## src/rtl/pma_pkg.sv

```systemverilog
// Shared types and constants of the page mapping allocator.
package pma_pkg;

	localparam int unsigned DIR_ENTRIES = 1024;
	localparam int unsigned DIR_IDX_W   = 10;
	localparam int unsigned SIZE_W      = 17;
	localparam logic [31:0] PAGE_BYTES  = 32'd4096;
	localparam logic [31:0] ALL_ONES    = 32'hFFFF_FFFF;
	localparam logic [31:0] ENTRY_FLAGS = 32'h0000_0003;

	typedef enum logic [1:0] {
		ACT_MAP   = 2'd0,
		ACT_ALLOC = 2'd1,
		ACT_HEAP  = 2'd2
	} action_t;

	typedef enum logic [1:0] {
		KIND_DIR   = 2'd0,
		KIND_TABLE = 2'd1,
		KIND_DONE  = 2'd2
	} kind_t;

	typedef enum logic [2:0] {
		ERR_OK        = 3'd0,
		ERR_UNALIGNED = 3'd1,
		ERR_FRAMES    = 3'd2,
		ERR_TABLES    = 3'd3,
		ERR_HEAP_FULL = 3'd4,
		ERR_TOO_LARGE = 3'd5
	} err_t;

	typedef enum logic [2:0] {
		CFG_FRAME_BASE  = 3'd0,
		CFG_FRAME_WORDS = 3'd1,
		CFG_TABLE_START = 3'd2,
		CFG_TABLE_END   = 3'd3,
		CFG_HEAP_START  = 3'd4,
		CFG_HEAP_END    = 3'd5,
		CFG_DIR_BASE    = 3'd6
	} cfg_idx_t;

	typedef enum logic [1:0] {
		OP_FAIL  = 2'd0,
		OP_MAP   = 2'd1,
		OP_ALLOC = 2'd2,
		OP_HEAP  = 2'd3
	} op_t;

	typedef enum logic [2:0] {
		ST_CLEAR,
		ST_IDLE,
		ST_HEAP,
		ST_READ,
		ST_CHECK,
		ST_DIR,
		ST_TABLE,
		ST_DONE
	} state_t;

	typedef struct packed {
		op_t               op;
		err_t              err;
		logic [31:0]       va;
		logic [31:0]       pa;
		logic [SIZE_W-1:0] size;
	} cmd_t;

	typedef struct packed {
		kind_t       kind;
		logic [31:0] waddr;
		logic [31:0] wdata;
		logic [31:0] raddr;
		err_t        err;
		logic        last;
	} result_t;

endpackage

```

## src/rtl/pma_fifo.sv

```systemverilog
// Small first-in first-out queue used between the allocator stages.
module pma_fifo import pma_pkg::*; #(
	parameter type T = logic,
	parameter int unsigned DEPTH = 2
) (
	input  logic clk,
	input  logic arst_n,
	input  logic push,
	input  T     wdata,
	output logic full,
	input  logic pop,
	output T     rdata,
	output logic empty
);

	localparam int unsigned AW = $clog2(DEPTH);

	T              mem_q [DEPTH];
	logic [AW-1:0] wptr_q;
	logic [AW-1:0] rptr_q;
	logic [AW:0]   count_q;
	logic          do_push;
	logic          do_pop;

	assign full    = (count_q == (AW+1)'(DEPTH));
	assign empty   = (count_q == '0);
	assign do_push = push && !full;
	assign do_pop  = pop && !empty;
	assign rdata   = mem_q[rptr_q];

	always_ff @(posedge clk) begin
		if (do_push) begin
			mem_q[wptr_q] <= wdata;
		end
	end

	always_ff @(posedge clk or negedge arst_n) begin
		if (!arst_n) begin
			wptr_q  <= '0;
			rptr_q  <= '0;
			count_q <= '0;
		end else begin
			if (do_push) begin
				wptr_q <= wptr_q + AW'(1);
			end
			if (do_pop) begin
				rptr_q <= rptr_q + AW'(1);
			end
			if (do_push && !do_pop) begin
				count_q <= count_q + (AW+1)'(1);
			end else if (do_pop && !do_push) begin
				count_q <= count_q - (AW+1)'(1);
			end
		end
	end

endmodule

```

## src/rtl/pma_front.sv

```systemverilog
// Request intake: classifies each request and queues it for the sequencer.
module pma_front import pma_pkg::*; #(
	parameter int unsigned MAX_REQUEST_BYTES = 65536
) (
	input  logic        clk,
	input  logic        arst_n,
	input  logic        push,
	output logic        full,
	input  logic [1:0]  action,
	input  logic [31:0] virt_addr,
	input  logic [31:0] phys_addr,
	input  logic [31:0] size_bytes,
	output cmd_t        cmd,
	output logic        cmd_empty,
	input  logic        cmd_pop
);

	cmd_t cls;

	// Checks that need no stored state are settled here.
	always_comb begin
		cls.op   = OP_FAIL;
		cls.err  = ERR_OK;
		cls.va   = virt_addr;
		cls.pa   = phys_addr;
		cls.size = size_bytes[SIZE_W-1:0];
		case (action)
			ACT_MAP: begin
				cls.op = OP_MAP;
			end
			ACT_ALLOC: begin
				if (virt_addr[11:0] != 12'd0) begin
					cls.err = ERR_UNALIGNED;
				end else begin
					cls.op = OP_ALLOC;
				end
			end
			ACT_HEAP: begin
				if (size_bytes > 32'(MAX_REQUEST_BYTES)) begin
					cls.err = ERR_TOO_LARGE;
				end else begin
					cls.op = OP_HEAP;
				end
			end
			default: begin
				cls.op = OP_FAIL;
			end
		endcase
	end

	pma_fifo #(.T(cmd_t), .DEPTH(2)) u_cmd_q (
		.clk   (clk),
		.arst_n(arst_n),
		.push  (push),
		.wdata (cls),
		.full  (full),
		.pop   (cmd_pop),
		.rdata (cmd),
		.empty (cmd_empty)
	);

endmodule

```

## config.mk

```make
export PLATFORM = sky130hd
export DESIGN_NAME = pma_front
export DESIGN_NICKNAME = d
export VERILOG_FILES = /design/src/rtl/pma_pkg.sv /design/src/rtl/pma_fifo.sv /design/src/rtl/pma_front.sv
export SDC_FILE = /design/constraint.sdc
export NUM_CORES = 1
export LEC_CHECK = 0
export BUFFER_PORTS_ARGS = -buffer_cell sky130_fd_sc_hd__buf_2
export CORE_MARGIN = 3
export CORE_UTILIZATION = 47
export DETAILED_ROUTE_END_ITERATION = 16
export PLACE_DENSITY = 0.82
export SKIP_CTS_REPAIR_TIMING = 1
export SYNTH_ARGS = -nofsm -noshare
export SYNTH_HDL_FRONTEND = slang
export SYNTH_HIERARCHICAL = 1
export SYNTH_SLANG_ARGS = --single-unit
```

## constraint.sdc

```tcl
create_clock -name clk -period 4.9 [get_ports clk]
set_input_delay 0.98 -clock clk [delete_from_list [all_inputs] [get_ports clk]]
set_output_delay 0.98 -clock clk [all_outputs]
set_load 0.05 [all_outputs]
```

==> results.md <==
- The flow ran to the end, and the final reports show no timing, DRC or antenna violations.
- The count of antenna-violating nets left after detailed routing is 0.
- The area share of and/or/nand/nor cells after synthesis is 1.95%.
- Once the floorplan was initialized, standard cells occupied 48.2% of the core.
- The final sum of negative setup slack is 0 ns.
- The die is 126 µm wide.
- On the final layout, the worst hold slack is 0.355 ns.
- The number of buffers created by CTS is 17.
- The highest net fanout along the worst path is 74.
- In the synthesized netlist, the number of instances is 317.
- The standard-cell row count is 43.
- The level count of the clock H-tree is 4.
- Summing the areas of all fa, ha and maj instances in the mapped netlist gives 0.927% of the synthesized area.
- The buffers plus inverters on the worst setup path is 2.
- The area of all sequential standard cells is 5270 µm².
- Subtracting the final worst setup slack from the clock period gives 3.60 ns.
- The final-report max-slew violation count is 0.
- The cell with the largest stage delay on the worst path is sky130_fd_sc_hd__dfrtp_4.
- The cell sitting at the root of the clock tree is a sky130_fd_sc_hd__clkbuf_16.
- STA puts the critical path data required time at 3.92 ns.
- The number of vias per cell after detailed routing is 4.96.
- The clock insertion delay at the later pin of the skew report is 0.42 ns.
- Static timing analysis puts the maximum clock frequency at 278 MHz.
- 0 antenna diodes ended up in the layout.
- The unique cell type count in the Yosys netlist is 26.
- The number of fill cells in the layout is 1027.
- The worst endpoint data arrival time is 2.62 ns.
- The post-synthesis sequential element count is 176.
- After detailed placement, the total cell area comes to 7880 µm².
- Setup repair after global routing left no endpoint under its margin.
- At the end of routability-driven placement, the weighted congestion stood at 0.758.
- Summing over every cut layer, the via total after detailed routing is 3529.
- The setup slack of the most critical reg-to-reg path is 2.85 ns.
- The maximum clock skew at final layout is 0.00874 ns.
- The number of detailed-route iterations in the first pass is 4.
- The path type of the worst setup path is reg2out.
- For this design, the sink count on the clock tree is 176.
- The share of post-route cells with drive strength above 1 is 59.2%.
- The remaining global-route overflow is 0.
- The share of synthesized registers carrying an async set or reset is 2.27%.
- The stage delay of the slowest cell on the critical path is 1.15 ns.
- The critical path capture point type is an output pin.
- The static leakage is 3.26 nW.
- The floorplan step defined a die boundary enclosing 15800 µm².
- The startpoint identified for the worst register-to-register timing path is u_cmd_q/count_q[0]$_DFFE_PN0P_.
- The library cells used most frequently in the layout, excluding fill and tap cells, are sky130_fd_sc_hd__buf_2, sky130_fd_sc_hd__edfxtp_1, sky130_fd_sc_hd__mux2_2.
- The worst-case IR drop observed on VDD is 0.579 mV.
- The total global routing track utilization is 15.5%.
- The endpoint identified for the worst register-to-register timing path is u_cmd_q/mem_q[1][38]$_DFFE_PP_.
- The via count of the first global-routing pass was 3790.
- The total count of hold-check failures in the final report is 0.
- The relative slew slack is 18.9%.
- In this run the worst hold path is classified as in2async.
- For the worst flop-to-flop path, the logic depth is 2.
- The synthesized netlist devotes 0.649% of its cell area to XOR and XNOR gates.
- Entering global routing, the biggest net connects 87 pins.
- With fillers left out, the area of the finished cells amounts to 8430 µm².
- After detailed routing, the number of remaining DRC violations is 0.
- Sequential elements use 78.0% of the synthesized area.
- Summing the areas of all compound-gate instances in the mapped netlist gives 0.797% of the synthesized area.
- Walking the worst path, the cells encountered are buf_4, mux2_2, buf_2.
- The first global-routing pass estimated 19.0 mm of wire.
- The portion of the clock cycle consumed by the worst path in the final layout is 73.5%.
- Total power for the finished layout comes to 5.86 mW.
- The slew at the pin closest to its max-slew limit is 1.22 ns.
- The total length of routed wires is 12.0 mm.
- Compared with the post-synthesis result, the final layout area differs by 24.9%.
- For this run, the number of Yosys warnings is 6.
- The largest delay contributor family on the critical path is flip-flops.
- The multi-input logic area is 1390 µm².
- Leaving out fill and tap cells, the most frequent cell in the layout is sky130_fd_sc_hd__buf_2.
- In this run the cell area of the synthesized design comes to 6750 µm².
- Once layout is complete, the utilization of the core stands at 60.3%.
- The placed wire-length estimate is 8.06 mm.
- TritonCTS built the clock tree.
- After the first detailed-routing iteration, the DRC count stood at 171.
- Counting flops with a built-in enable in the synthesized netlist gives 172.
- The number of buffers inserted by port buffering is 189.
- In the synthesized netlist, mux cells make up 16.0% of the area.
- The total number of nets in the final design is 626.
- In this run the count of I/O pins placed on the die edge is 190.
- A synthesized cell averages 21.3 µm².
- The max capacitance violation total is 0.
- The worst setup path is launched from a flop.
- The number of buffers between clock root and the deepest sink is 2.
- The most used flip-flop cell after synthesis is sky130_fd_sc_hd__edfxtp_1.
- The core region is 14000 µm².
- The initial antenna violation count is 0.
- Setup violations remaining at the end of the flow were counted as 0.
- After synthesis, the largest family of logic cells by area is multiplexers.
- Power spread over the standard cell area amounts to 695 nW/µm².
- After detailed routing, the average wire length per cell comes to 16.8 µm.
- Measured along the y axis, the die boundary spans 126 µm.
- The clock slew at the register clock pins of the worst setup and hold paths is 0.06 ns.
==> flip-flops by register name (all words and copies together), names as in the netlist <==
name / flops
u_cmd_q/count_q: 2
u_cmd_q/rptr_q: 1
u_cmd_q/wptr_q: 1
u_cmd_q/mem_q: 172
==> layout make-up <==
cell class / instances / area share (%)
Sequential cell: 176 / 62.5
Multi-Input combinational cell: 125 / 16.5
Timing Repair Buffer: 192 / 11.5
Clock buffer: 17 / 5.05
Tap cell: 180 / 2.67
Clock inverter: 15 / 1.44
Inverter: 7 / 0.312
==> per-stage QoR <==
step,std cells,setup slack [ns]
after detailed placement,680,1.72
after global routing,712,1.18
final,712,1.30
after CTS,712,1.25
after floorplan,318,1.16
after global placement,680,1.76
==> synthesized netlist by cell type (all sizes together), types with 2 or more instances <==
cell,instances,area (µm²)
nand4,2,12.5
buf,10,81.3
nor2,3,11.3
ha,5,62.6
xnor2,3,26.3
edfxtp,172,5160
xor2,2,17.5
a21oi,2,17.5
mux2,86,1080
nor4,10,75.1
o21a,2,16.3
inv,7,26.3
dfrtp,4,100
==> logic make-up after synthesis <==
family / after synthesis
multiplexers: 86
AO/OA/AOI/OAI: 7
other: 1
adder cells (fa/ha/maj): 5
flip-flops: 176
buffers and inverters: 17
AND/OR/NAND/NOR: 20
XOR/XNOR: 5
==> power by group <==
part,switching [mW],internal [mW],total (mW)
Sequential,0.217,2.06,2.28
Combinational,1.64,0.704,2.34
Clock,0.541,0.692,1.23
Total,2.40,3.46,5.86
==> how the worst max path moves through the flow <==
stage | from | cells after the start | end | slack, ns
2_1_floorplan | push | 2 | u_cmd_q/mem_q[0][0]$_DFFE_PP_ | 1.16
4_1_cts | u_cmd_q/rptr_q$_DFFE_PN0P_ | 3 | cmd[79] | 1.25
5_1_grt | u_cmd_q/rptr_q$_DFFE_PN0P_ | 3 | cmd[79] | 1.18
3_5_place_dp | u_cmd_q/rptr_q$_DFFE_PN0P_ | 3 | cmd[79] | 1.72
6_report | u_cmd_q/rptr_q$_DFFE_PN0P_ | 3 | cmd[79] | 1.30
3_3_place_gp | u_cmd_q/rptr_q$_DFFE_PN0P_ | 3 | cmd[66] | 1.76
==> per-layer routing <==
metal | GRT usage [%] | wire length, µm | part of all wire, %
met4 | 6.25 | 233 | 1.9
met3 | 5.05 | 824 | 6.9
met5 | 0 | 0 | 0
met1 | 18.3 | 4790 | 40
met2 | 26.5 | 6150 | 51
(Power assumes the default switching activity.)
