## src/rtl/pma_pkg.sv

```systemverilog
// Shared types and constants of the page mapping allocator.
package pma_pkg;

	localparam int unsigned DIR_ENTRIES = 1024;
	localparam int unsigned DIR_IDX_W   = 10;
	localparam int unsigned SIZE_W      = 17;
	localparam logic [31:0] PAGE_BYTES  = 32'd4096;
	localparam logic [31:0] ALL_ONES    = 32'hFFFF_FFFF;
	localparam logic [31:0] ENTRY_FLAGS = 32'h0000_0003;

	typedef enum logic [1:0] {
		ACT_MAP   = 2'd0,
		ACT_ALLOC = 2'd1,
		ACT_HEAP  = 2'd2
	} action_t;

	typedef enum logic [1:0] {
		KIND_DIR   = 2'd0,
		KIND_TABLE = 2'd1,
		KIND_DONE  = 2'd2
	} kind_t;

	typedef enum logic [2:0] {
		ERR_OK        = 3'd0,
		ERR_UNALIGNED = 3'd1,
		ERR_FRAMES    = 3'd2,
		ERR_TABLES    = 3'd3,
		ERR_HEAP_FULL = 3'd4,
		ERR_TOO_LARGE = 3'd5
	} err_t;

	typedef enum logic [2:0] {
		CFG_FRAME_BASE  = 3'd0,
		CFG_FRAME_WORDS = 3'd1,
		CFG_TABLE_START = 3'd2,
		CFG_TABLE_END   = 3'd3,
		CFG_HEAP_START  = 3'd4,
		CFG_HEAP_END    = 3'd5,
		CFG_DIR_BASE    = 3'd6
	} cfg_idx_t;

	typedef enum logic [1:0] {
		OP_FAIL  = 2'd0,
		OP_MAP   = 2'd1,
		OP_ALLOC = 2'd2,
		OP_HEAP  = 2'd3
	} op_t;

	typedef enum logic [2:0] {
		ST_CLEAR,
		ST_IDLE,
		ST_HEAP,
		ST_READ,
		ST_CHECK,
		ST_DIR,
		ST_TABLE,
		ST_DONE
	} state_t;

	typedef struct packed {
		op_t               op;
		err_t              err;
		logic [31:0]       va;
		logic [31:0]       pa;
		logic [SIZE_W-1:0] size;
	} cmd_t;

	typedef struct packed {
		kind_t       kind;
		logic [31:0] waddr;
		logic [31:0] wdata;
		logic [31:0] raddr;
		err_t        err;
		logic        last;
	} result_t;

endpackage

```

## src/rtl/pma_fifo.sv

```systemverilog
// Small first-in first-out queue used between the allocator stages.
module pma_fifo import pma_pkg::*; #(
	parameter type T = logic,
	parameter int unsigned DEPTH = 2
) (
	input  logic clk,
	input  logic arst_n,
	input  logic push,
	input  T     wdata,
	output logic full,
	input  logic pop,
	output T     rdata,
	output logic empty
);

	localparam int unsigned AW = $clog2(DEPTH);

	T              mem_q [DEPTH];
	logic [AW-1:0] wptr_q;
	logic [AW-1:0] rptr_q;
	logic [AW:0]   count_q;
	logic          do_push;
	logic          do_pop;

	assign full    = (count_q == (AW+1)'(DEPTH));
	assign empty   = (count_q == '0);
	assign do_push = push && !full;
	assign do_pop  = pop && !empty;
	assign rdata   = mem_q[rptr_q];

	always_ff @(posedge clk) begin
		if (do_push) begin
			mem_q[wptr_q] <= wdata;
		end
	end

	always_ff @(posedge clk or negedge arst_n) begin
		if (!arst_n) begin
			wptr_q  <= '0;
			rptr_q  <= '0;
			count_q <= '0;
		end else begin
			if (do_push) begin
				wptr_q <= wptr_q + AW'(1);
			end
			if (do_pop) begin
				rptr_q <= rptr_q + AW'(1);
			end
			if (do_push && !do_pop) begin
				count_q <= count_q + (AW+1)'(1);
			end else if (do_pop && !do_push) begin
				count_q <= count_q - (AW+1)'(1);
			end
		end
	end

endmodule

```

## config.mk

```make
export PLATFORM = sky130hd
export DESIGN_NAME = pma_fifo
export DESIGN_NICKNAME = d
export VERILOG_FILES = /design/src/rtl/pma_pkg.sv /design/src/rtl/pma_fifo.sv
export SDC_FILE = /design/constraint.sdc
export NUM_CORES = 1
export LEC_CHECK = 0
export BUFFER_PORTS_ARGS = -buffer_cell sky130_fd_sc_hd__buf_2
export CAP_MARGIN = 20
export CORE_AREA = 10 10 47 49
export CTS_CLUSTER_SIZE = 16
export DETAILED_ROUTE_END_ITERATION = 8
export DIE_AREA = 0 0 57 59
export SLEW_MARGIN = 10
export SYNTH_ARGS = -nofsm -noshare
export SYNTH_HDL_FRONTEND = slang
export SYNTH_SLANG_ARGS = --single-unit
```

## constraint.sdc

```tcl
create_clock -name clk -period 1.25 [get_ports clk]
set_input_delay 0 -clock clk [delete_from_list [all_inputs] [get_ports clk]]
set_output_delay 0 -clock clk [all_outputs]
set_load 0.01 [all_outputs]
```

==> out/qor.yml, run 1 <==
dp_hpwl_um: 440
yosysTopAreaCellShare: 0.374
clockBufferDepth: 2
pre_cts_slack_ns: -0.0563
drive_above_1_share: 0.512
endpoint_kind: "flip-flop"
critPathArrivalTime_ns: 1.46
grt_first_pass_wirelength_um: 1040
mostFrequentLayoutCells: "7 x buf_2, 6 x buf_4, 4 x dfrtp_1"
routed_wl_um: 567
grt-ovfl-total: 0
row_count: 14
yosys-top-cells-area: "dfrtp_1 37%, edfxtp_1 22%, xnor2_1 9.8%"
mostFrequentLayoutCell: "buf_2"
grt_setup_unrepaired: "true"
coreArea_um2: 1400
port_buffers: 7
htreeDepth: 1
layoutNonFillerInstCount: 57
slew_viol_final: 0
avgSynthCellArea_um2: 12.2
dp_cells: 51
synth_area_leader_cell: "dfrtp_1"
drc_errors: 0
grt_pass1_vias: 247
ant_nets: 0
routabilityCongestion: 0.690
worst_pin_slew_ns: 0.170
cts_resized: 0
max-cap-violations: 0
grt_antenna_before_repair: 0
status: "complete, but fails checks"
final_nets: 48
syn_inst: 22
crit_type: "reg2reg"
violations: "setup timing"
ys_ff_latch: 6
grt_max_degree: 5
final_hold_viol_count: 0
seq_area_frac_synth: 0.598
max-vdd-ir-drop_mv: 1.14
startpoint_type: "flip-flop"
finClkSkew_ns: 0.00600
slowest_delay_ns: 0.40
avgRoutedWirePerCell_um: 9.95
final_core_util: 0.308
vias: 220
num_io_pins: 8
min_path_type: "in2async"
p_leak_nw: 0.212
n_antenna_cell: 0
fin_crit_sh: 1.04
tns_ns: -0.0487
relSlewSlack: 0.886
clk_pin_slew_ns: 0.05
required_ns: 1.41
setup_viol: 1
power.density_nw_per_um2: 2480
drt-vias-per-instance: 3.86
timing.fmax_mhz: 770
area_growth_pct: 61.2
dieArea_um2: 3360
fp.dieW_um: 57
cts_root_buf: "clkbuf_4"
initial_core_util: 0.191
cp_cell_sequence: "nand2b_4 > nand2_4 > inv_2 > ha_2 > xor2_1 > nor2_1 > xor2_1"
first_iter_violations: 4
cp_max_fo: 4
crit_top_cell: "xor2_1"
cts_tree: "done"
worst_slack_ns: -0.0487
syn-num-nets: 28
clk_latency_ns: 0.25
yosys_warnings: 0
dr.pass1.iters: 2
slowest_stage: "dfrtp_1"
cts_made_buffers: 3
clock-sinks: 6
cts_setup_buffers: 0
min_period_ns: 1.30
critPathTopFamily: "flip-flops"
grt_use_total: 0.0430
synth_area_um2: 268
synth.distinct_cells: 12
crit_buf_inv: 1
die_h_um: 59
==> sequential cells by signal, indices dropped and copies added, names as in the netlist <==
register and cells:
count_q 2, mem_q 2, rptr_q 1, wptr_q 1
==> what timing repair did <==
| action | CTS | global route |
|---|---|---|
| setup endpoints to repair | 1 | 1 |
| gates cloned | 0 | 0 |
| hold buffers | 2 | 0 |
| hold endpoints to repair | 6 | 0 |
| pin swaps | 1 | 0 |
==> area by class of cell <==
class | instances | area [um2]
flip-flops and latches | 6 | 160
inverters | 2 | 7.51
clock buffers | 4 | 26.3
fillers | 152 | 970
well taps | 16 | 20.0
repair buffers | 15 | 100
multi-input cells | 14 | 118
==> synth_stat cells <==
cell      instances
and3_1            1
dfrtp_1           4
edfxtp_1          2
ha_1              1
inv_1             2
mux2_2            1
nand2_1           1
nand2b_1          1
nor2_1            3
o21ai_1           1
xnor2_1           3
xor2_1            2
==> stage by stage <==
stage	total power, W	instance area (um2)	hold WS, ns
6_report	0.00107	432	0.0781
5_1_grt	0.00118	432	0.0660
4_1_cts	0.00110	432	0.0647
3_5_place_dp	0.000884	385	-0.192
3_3_place_gp	0.000879	385	-0.192
2_1_floorplan	0.000655	285	-0.296
==> metal layers <==
metal,share of wire,vias to the layer above,routed length [um],GRT usage
met4,0,0,0,0.0201
met5,0,-,0,0
met1,0.44,99,249,0.0409
met2,0.38,12,216,0.0481
met3,0.18,0,100,0.0601
li1,-,109,-,-
==> logic make-up (layout without fill, tap and decap cells) <==
logic type,after synthesis,in the layout,share of synthesized area
simple gates,6,6,0.103
buf+inv,2,21,0.0280
compound gates,1,1,0.0187
fa+ha+maj,1,1,0.0467
xor+xnor,5,5,0.164
mux,1,1,0.0421
flops,6,6,0.598
==> path summary, 6_finish.rpt <==
check / startpoint / to / slack [ns] / depth (start not counted)
setup / recovery: count_q[0] / count_q[1] / -0.05 / 7
hold / removal: arst_n / rptr_q / 0.08 / 2
setup reg to reg: count_q[0] / count_q[1] / -0.05 / 7
hold reg to reg: wptr_q / wptr_q / 0.49 / 1
max in group asynchronous: arst_n / count_q[1] / 1.05 / 2
min in group clk: push / wptr_q / 0.14 / 4
==> power by group <==
group / leakage (nW) / switching (W) / internal [W]
logic: 0.132 / 0.000203 / 0.000305
clock network: 0.0150 / 0.0000742 / 0.000121
registers: 0.0652 / 0.0000738 / 0.000295
==> worst reg2reg max path, stage by stage (launching register included) <==
cell      delay (ns)
dfrtp_1         0.40
nand2b_4        0.16
nand2_4         0.06
inv_2           0.03
ha_2            0.16
xor2_1          0.14
nor2_1          0.11
xor2_1          0.16
No activity file was read; power rests on OpenSTA's default activity.
==> inputs of run 2 (changes only) <==
Settings changed: ABC_AREA set to 1, CORE_AREA 10 10 47 49 to not set, CORE_MARGIN set to 10, CORE_UTILIZATION set to 23, DIE_AREA 0 0 57 59 to not set.
==> run 2 against run 1 <==
Net effect: the run still ends with setup timing left; hold slack lost 0.038 ns; sequential cell count stayed put; critical path depth rose by 1; die area shrank 1.6%; utilization rose by 7.7 points; clock-buffer cell count shrank 1; cell count grew 30%; non-clock buffer count did not move; critical path type unchanged; critical endpoint unchanged; largest power group unchanged; highest routed layer unchanged.
==> out/qor.yml, run 2 <==
status: "complete, but fails checks"
violations: "setup timing"
clockBufferDepth: 2  # unchanged
routabilityCongestion: 0.771  # +12%
finClkSkew_ns: 0.00143  # -0.00457 ns
critPathArrivalTime_ns: 1.41  # -0.05 ns
min_path_type: "in2reg"
whs_path_depth: 3
port_buffers: 7  # unchanged
slew_viol_final: 0  # unchanged
whs_ns: 0.0402  # -0.0379 ns
cts_tree: "done"
grt_antenna_before_repair: 0  # unchanged
max-vdd-ir-drop_mv: 1.00  # -12%
synth-simple-area-share: 0.344  # +0.241
coreArea_um2: 1320  # -6.0%
fp.dieW_um: 57.5  # +0.94%
worst_slack_ns: -0.0194  # +0.0293 ns
ant_nets: 0  # unchanged
grt_pass1_vias: 318  # +29%
dieArea_um2: 3310  # -1.6%
synth_area_um2: 324  # +21%
power.density_nw_per_um2: 2470  # -0.57%
slowest_stage: "dfrtp_2"
mostFrequentLayoutCells: "14 x nand2_1, 7 x buf_2, 6 x inv_1, 6 x buf_4, 3 x clkbuf_4"
clock-sinks: 6  # unchanged
cts_made_buffers: 3  # unchanged
total_power_w: 0.00125  # +17%
syn-num-nets: 47  # +68%
holdPathEnd: "rptr_q"
syn_inst: 41  # +86%
final.fill_count: 138  # -9.2%
yosysMostFrequentCell: "nand2_1"
r2r_setup_slack_ns: -0.02  # +0.03 ns
vias: 311  # +41%
min_period_ns: 1.27  # -0.0293 ns
cts_root_buf: "clkbuf_4"
initial_core_util: 0.246  # +0.0549
dr.pass1.iters: 5  # +3
synth-adder-area-share: 0.0386  # -0.00812
final_nets: 67  # +40%
drc_errors: 0  # unchanged
num_io_pins: 8  # unchanged
synth-edff-count: 2  # unchanged
die_h_um: 57.5  # -2.5%
grt_use_total: 0.0540  # +0.0110
grt_max_degree: 5  # unchanged
synth_compound_area_frac: 0.0309  # +0.0122
crit_buf_inv: 1  # unchanged
yosysTopAreaCellShare: 0.309  # -0.0650
mostFrequentLayoutCell: "nand2_1"
p_leak_nw: 0.266  # +26%
drt-vias-per-instance: 4.20  # +8.9%
seq_area_frac_synth: 0.494  # -0.104
max-cap-violations: 0  # unchanged
ys.flop_type: "dfrtp_1"
critPathTopFamily: "flip-flops"
avgRoutedWirePerCell_um: 10.0  # +0.80%
area_growth_pct: 56.4
synth_top_family_by_area: "simple AND/OR/NAND/NOR gates"
top_regs: "count_q (2), mem_q (2)"
clk_pin_slew_ns: 0.05  # about the same
cp_cell_sequence: "nor2_4 > nor2_4 > ha_4 > inv_4 > nand2_4 > nand2_1 > nand3_1 > nand2_1"
startpoint_type: "flip-flop"
final_core_util: 0.385  # +0.0766
avgSynthCellArea_um2: 7.90  # -35%
fin_crit_sh: 1.02  # -0.0234
final_hold_viol_count: 0  # unchanged
required_ns: 1.39  # -0.02 ns
ys_ff_latch: 6  # unchanged
timing.fmax_mhz: 788  # +2.3%
first_iter_violations: 2  # -2
yosys-top-cells-area: "dfrtp_1 31%, edfxtp_1 19%, nand2_1 17%"
n_antenna_cell: 0  # unchanged
clk_latency_ns: 0.25  # about the same
routed_wl_um: 742  # +31%
relSlewSlack: 0.897  # +0.0107
htreeDepth: 1  # unchanged
seq_area_um2: 163  # +1.6%
endpoint_kind: "flip-flop"
reg2reg_from: "count_q[0]"
yosys_warnings: 0  # unchanged
reg2reg_depth: 8  # +1
grt_setup_unrepaired: "true"
min_from: "pop"
cp_max_fo: 4  # unchanged
multi_input_area_um2: 170  # +45%
grt_first_pass_wirelength_um: 1370  # +32%
reg2reg_to: "count_q[1]"
row_count: 13  # -1
slowest_delay_ns: 0.45  # +0.05 ns
dp_hpwl_um: 589  # +34%
crit_type: "reg2reg"
synth_area_leader_cell: "dfrtp_1"
synth.distinct_cells: 12  # unchanged
post_synth_xor_area_fraction: 0  # -0.164
pre_cts_slack_ns: -0.0496  # +0.00669 ns
grt-ovfl-total: 0  # unchanged
synthArstFlopShare: 0.667  # unchanged
synthMuxAreaShare: 0  # -0.0421
netlist_top_cells_count: "15 x nand2_1, 8 x inv_1, 4 x dfrtp_1"
setup_viol: 1  # unchanged
tns_ns: -0.0194  # +0.0293 ns
drive_above_1_share: 0.458  # -0.0546
worst_pin_slew_ns: 0.154  # -0.0159 ns
run 2: cell types whose count changed after synthesis, moves of 2 or more:
cell / delta
nand2_1: +14
inv_1: +6
xnor2_1: -3
nand2_2: +2
nand3_1: +2
xor2_1: -2
run 2: worst max-delay path by stage:
stage / cells past startpoint / endpoint / startpoint / slack [ns]
finish: 8 / count_q[1] / count_q[0] / -0.02
CTS: 6 / count_q[1] / count_q[0] / -0.02
floorplan: 9 / count_q[1] / count_q[1] / -0.02
detailed placement: 9 / count_q[1] / count_q[1] / -0.05
global placement: 8 / count_q[1] / count_q[1] / -0.03
global route: 8 / count_q[1] / count_q[1] / -0.10
run 2: routing by layer:
metal | track usage | vias up | share of wire
li1 | - | 163 | -
met1 | 0.0603 | 137 | 0.45
met2 | 0.0675 | 11 | 0.44
met3 | 0.0465 | 0 | 0.11
met4 | 0.0302 | 0 | 0
met5 | 0 | - | 0
run 2: what timing repair did:
action,CTS,global route
pin swaps,2,0
endpoints found under the hold margin,6,0
buffers inserted,2,0
hold buffers,2,0
gates resized for setup,1,4
endpoints found under the setup margin,1,1
run 2: worst register-to-register path, stage by stage (launching register included):
cell and delay [ns]:
dfrtp_2 0.45, nor2_4 0.15, nor2_4 0.05, ha_4 0.27, inv_4 0.04, nand2_4 0.04
nand2_1 0.05, nand3_1 0.06, nand2_1 0.05
run 2: logic make-up after synthesis:
| family | Yosys count |
|---|---|
| AND/OR/NAND/NOR | 24 |
| buffers and inverters | 8 |
| adder cells (fa/ha/maj) | 1 |
| flip-flops | 6 |
| AO/OA/AOI/OAI | 2 |
run 2: area by class of cell:
cell class                      count  share of cell area
Timing Repair Buffer               15               0.198
Sequential cell                     6               0.321
Clock buffer                        3              0.0444
Inverter                            8              0.0642
Tap cell                           15              0.0370
Multi-Input combinational cell     27               0.336
run 2: per-stage QoR:
step	cell area, um2	std cells
4_1_cts	490	74
6_report	507	74
2_1_floorplan	348	41
5_1_grt	507	74
3_3_place_gp	432	67
3_5_place_dp	432	67
run 2: power by group:
part / internal, W / leakage (nW) / switching (W)
Sequential: 0.000297 / 0.0645 / 0.0000872
Clock: 0.000109 / 0.0138 / 0.0000733
Combinational: 0.000333 / 0.188 / 0.000352
Total: 0.000739 / 0.266 / 0.000513
==> inputs of run 3 (changes only) <==
Settings changed: CAP_MARGIN 20 to not set.
Clock period 1.25 ns to 1.4 ns, I/O delays scaled along.
==> run 3 against run 2 <==
Net effect: the run now ends clean; global-route usage down 1.2 points; combinational power fell by 24%; sequential share of layout area grew 2.1 points; cell count decreased by 2.7%; hold slack got worse by 0.015 ns; largest cell class is now sequential cells; clock skew is 0.0043 ns higher; clock power down 6%; critical path depth is the same; critical endpoint unchanged; die area stayed put.
==> out/qor.yml, run 3 (synthesized netlist as in run 2, its figures left out) <==
routabilityCongestion: 0.767  # -0.49%
cp_cell_sequence: "nor2_4 > nor2_4 > ha_4 > inv_2 > nand2_1 > nand2_1 > nand3_1 > nand2_1"
use_met1: 0.0403  # -0.0199
cts_tree: "done"
power.density_nw_per_um2: 2170  # -12%
crit_top_cell: "nand2_1"
cp_max_fo: 4  # unchanged
grt_first_pass_wirelength_um: 1070  # -22%
critPathTopFamily: "simple AND/OR/NAND/NOR gates"
grt_max_degree: 5  # unchanged
tns_ns: 0  # +0.0194 ns
cts_root_buf: "clkbuf_4"
pre_cts_slack_ns: 0.0344  # +0.0840 ns
final_hold_viol_count: 0  # unchanged
avgRoutedWirePerCell_um: 8.90  # -11%
vias: 305  # -1.9%
mostFrequentLayoutCells: "15 x nand2_1, 7 x buf_2, 6 x inv_1"
dp_cells: 65  # -3.0%
setup_viol: 0  # -1
min_path_type: "in2reg"
fp.dieW_um: 57.5  # unchanged
drt-vias-per-instance: 4.24  # +0.79%
port_buffers: 7  # unchanged
grt_use_total: 0.0425  # -0.0115
max-cap-violations: 0  # unchanged
row_count: 13  # unchanged
final_nets: 64  # -4.5%
crit_type: "reg2reg"
initial_core_util: 0.246  # unchanged
worst_slack_ns: 0.0993  # +0.119 ns
r2r_setup_slack_ns: 0.1  # +0.12 ns
multi_input_area_um2: 155  # -8.8%
coreArea_um2: 1320  # unchanged
crit_buf_inv: 1  # unchanged
final.fill_count: 143  # +3.6%
status: "finished clean"
clock-sinks: 6  # unchanged
grt_antenna_before_repair: 0  # unchanged
dr.pass1.iters: 4  # -1
num_io_pins: 8  # unchanged
total_power_w: 0.00102  # -19%
worst_pin_slew_ns: 0.204  # +0.0500 ns
htreeDepth: 1  # unchanged
dieArea_um2: 3310  # unchanged
startpoint_type: "flip-flop"
endpoint_kind: "flip-flop"
slowest_delay_ns: 0.43  # -0.02 ns
grt_pass1_vias: 275  # -14%
layoutNonFillerInstCount: 72  # -2.7%
clk_latency_ns: 0.24  # about the same
die_h_um: 57.5  # unchanged
grt-busiest-layer: "met2"
mostFrequentLayoutCell: "nand2_1"
slew_viol_final: 0  # unchanged
required_ns: 1.53  # +0.14 ns
grt_setup_unrepaired: "false"
p_leak_nw: 0.249  # -6.6%
ant_nets: 0  # unchanged
drc_errors: 0  # unchanged
grt-ovfl-total: 0  # unchanged
slowest_stage: "dfrtp_1"
critPathArrivalTime_ns: 1.43  # +0.02 ns
dp_hpwl_um: 547  # -7.2%
drive_above_1_share: 0.368  # -0.0892
fin_crit_sh: 0.929  # -0.0865
area_growth_pct: 44.4
finClkSkew_ns: 0.00572  # +0.00429 ns
relSlewSlack: 0.864  # -0.0327
met2_usage: 0.0552  # -0.0123
top_regs: "count_q (2), mem_q (2)"
met3_usage: 0.0288  # -0.0177
seq_area_um2: 160  # -1.5%
final_core_util: 0.355  # -0.0294
min_period_ns: 1.30  # +0.0313 ns
timing.fmax_mhz: 769  # -2.4%
n_antenna_cell: 0  # unchanged
clk_pin_slew_ns: 0.04  # about the same
clockBufferDepth: 2  # unchanged
cts_made_buffers: 3  # unchanged
max-vdd-ir-drop_mv: 0.836  # -17%
routed_wl_um: 641  # -14%
first_iter_violations: 5  # +3
## run 3: cell types whose count changed in the layout (fill, tap and decap cells not counted), sizes merged
cell,previous run,this run
buf,13,10
clkbuf,3,4
## run 3: stage by stage
| stage | hold slack [ns] | instance area [um2] |
|---|---|---|
| after global routing | 0.0437 | 468 |
| after detailed placement | -0.188 | 393 |
| after CTS | 0.0150 | 439 |
| after global placement | -0.191 | 393 |
| after floorplan | -0.296 | 324 |
| final | 0.0249 | 468 |
## run 3: cell type report
| cell class | instances | share of cell area |
|---|---|---|
| flip-flops and latches | 6 | 0.342 |
| multi-input cells | 27 | 0.332 |
| repair buffers | 12 | 0.166 |
| inverters | 8 | 0.0642 |
| clock buffers | 4 | 0.0561 |
| well taps | 15 | 0.0401 |
## run 3: per-layer routing
metal  vias up  routed length [um]
met3         4                  79
met5         -                   0
li1        156                   -
met2        10                 271
met4         0                  27
met1       135                 261
## run 3: worst paths after layout
| check | from | end | cells after the start |
|---|---|---|---|
| worst min register to register | wptr_q | wptr_q | 2 |
| worst max-delay path | count_q[0] | count_q[1] | 8 |
| max in group asynchronous | arst_n | rptr_q | 2 |
| worst max register to register | count_q[0] | count_q[1] | 8 |
| min in group asynchronous | arst_n | wptr_q | 2 |
| worst min-delay path | pop | rptr_q | 3 |
## run 3: what timing repair did
action | CTS | global route
setup endpoints to repair | 0 | 1
hold buffers | 2 | 0
resized for setup | 0 | 5
buffers inserted | 0 | 1
endpoints found under the hold margin | 6 | 0
## run 3: where the power goes
part / leakage [nW] / total [W] / switching, W / internal [W]
registers: 0.0667 / 0.000324 / 0.0000654 / 0.000259
clock network: 0.0150 / 0.000171 / 0.0000632 / 0.000108
logic: 0.167 / 0.000521 / 0.000285 / 0.000236
## run 3: tightest hold or removal path, cell delays in order
cell and delay [ns]:
buf_2 0.09, nand3b_1 0.07, nand2_1 0.06
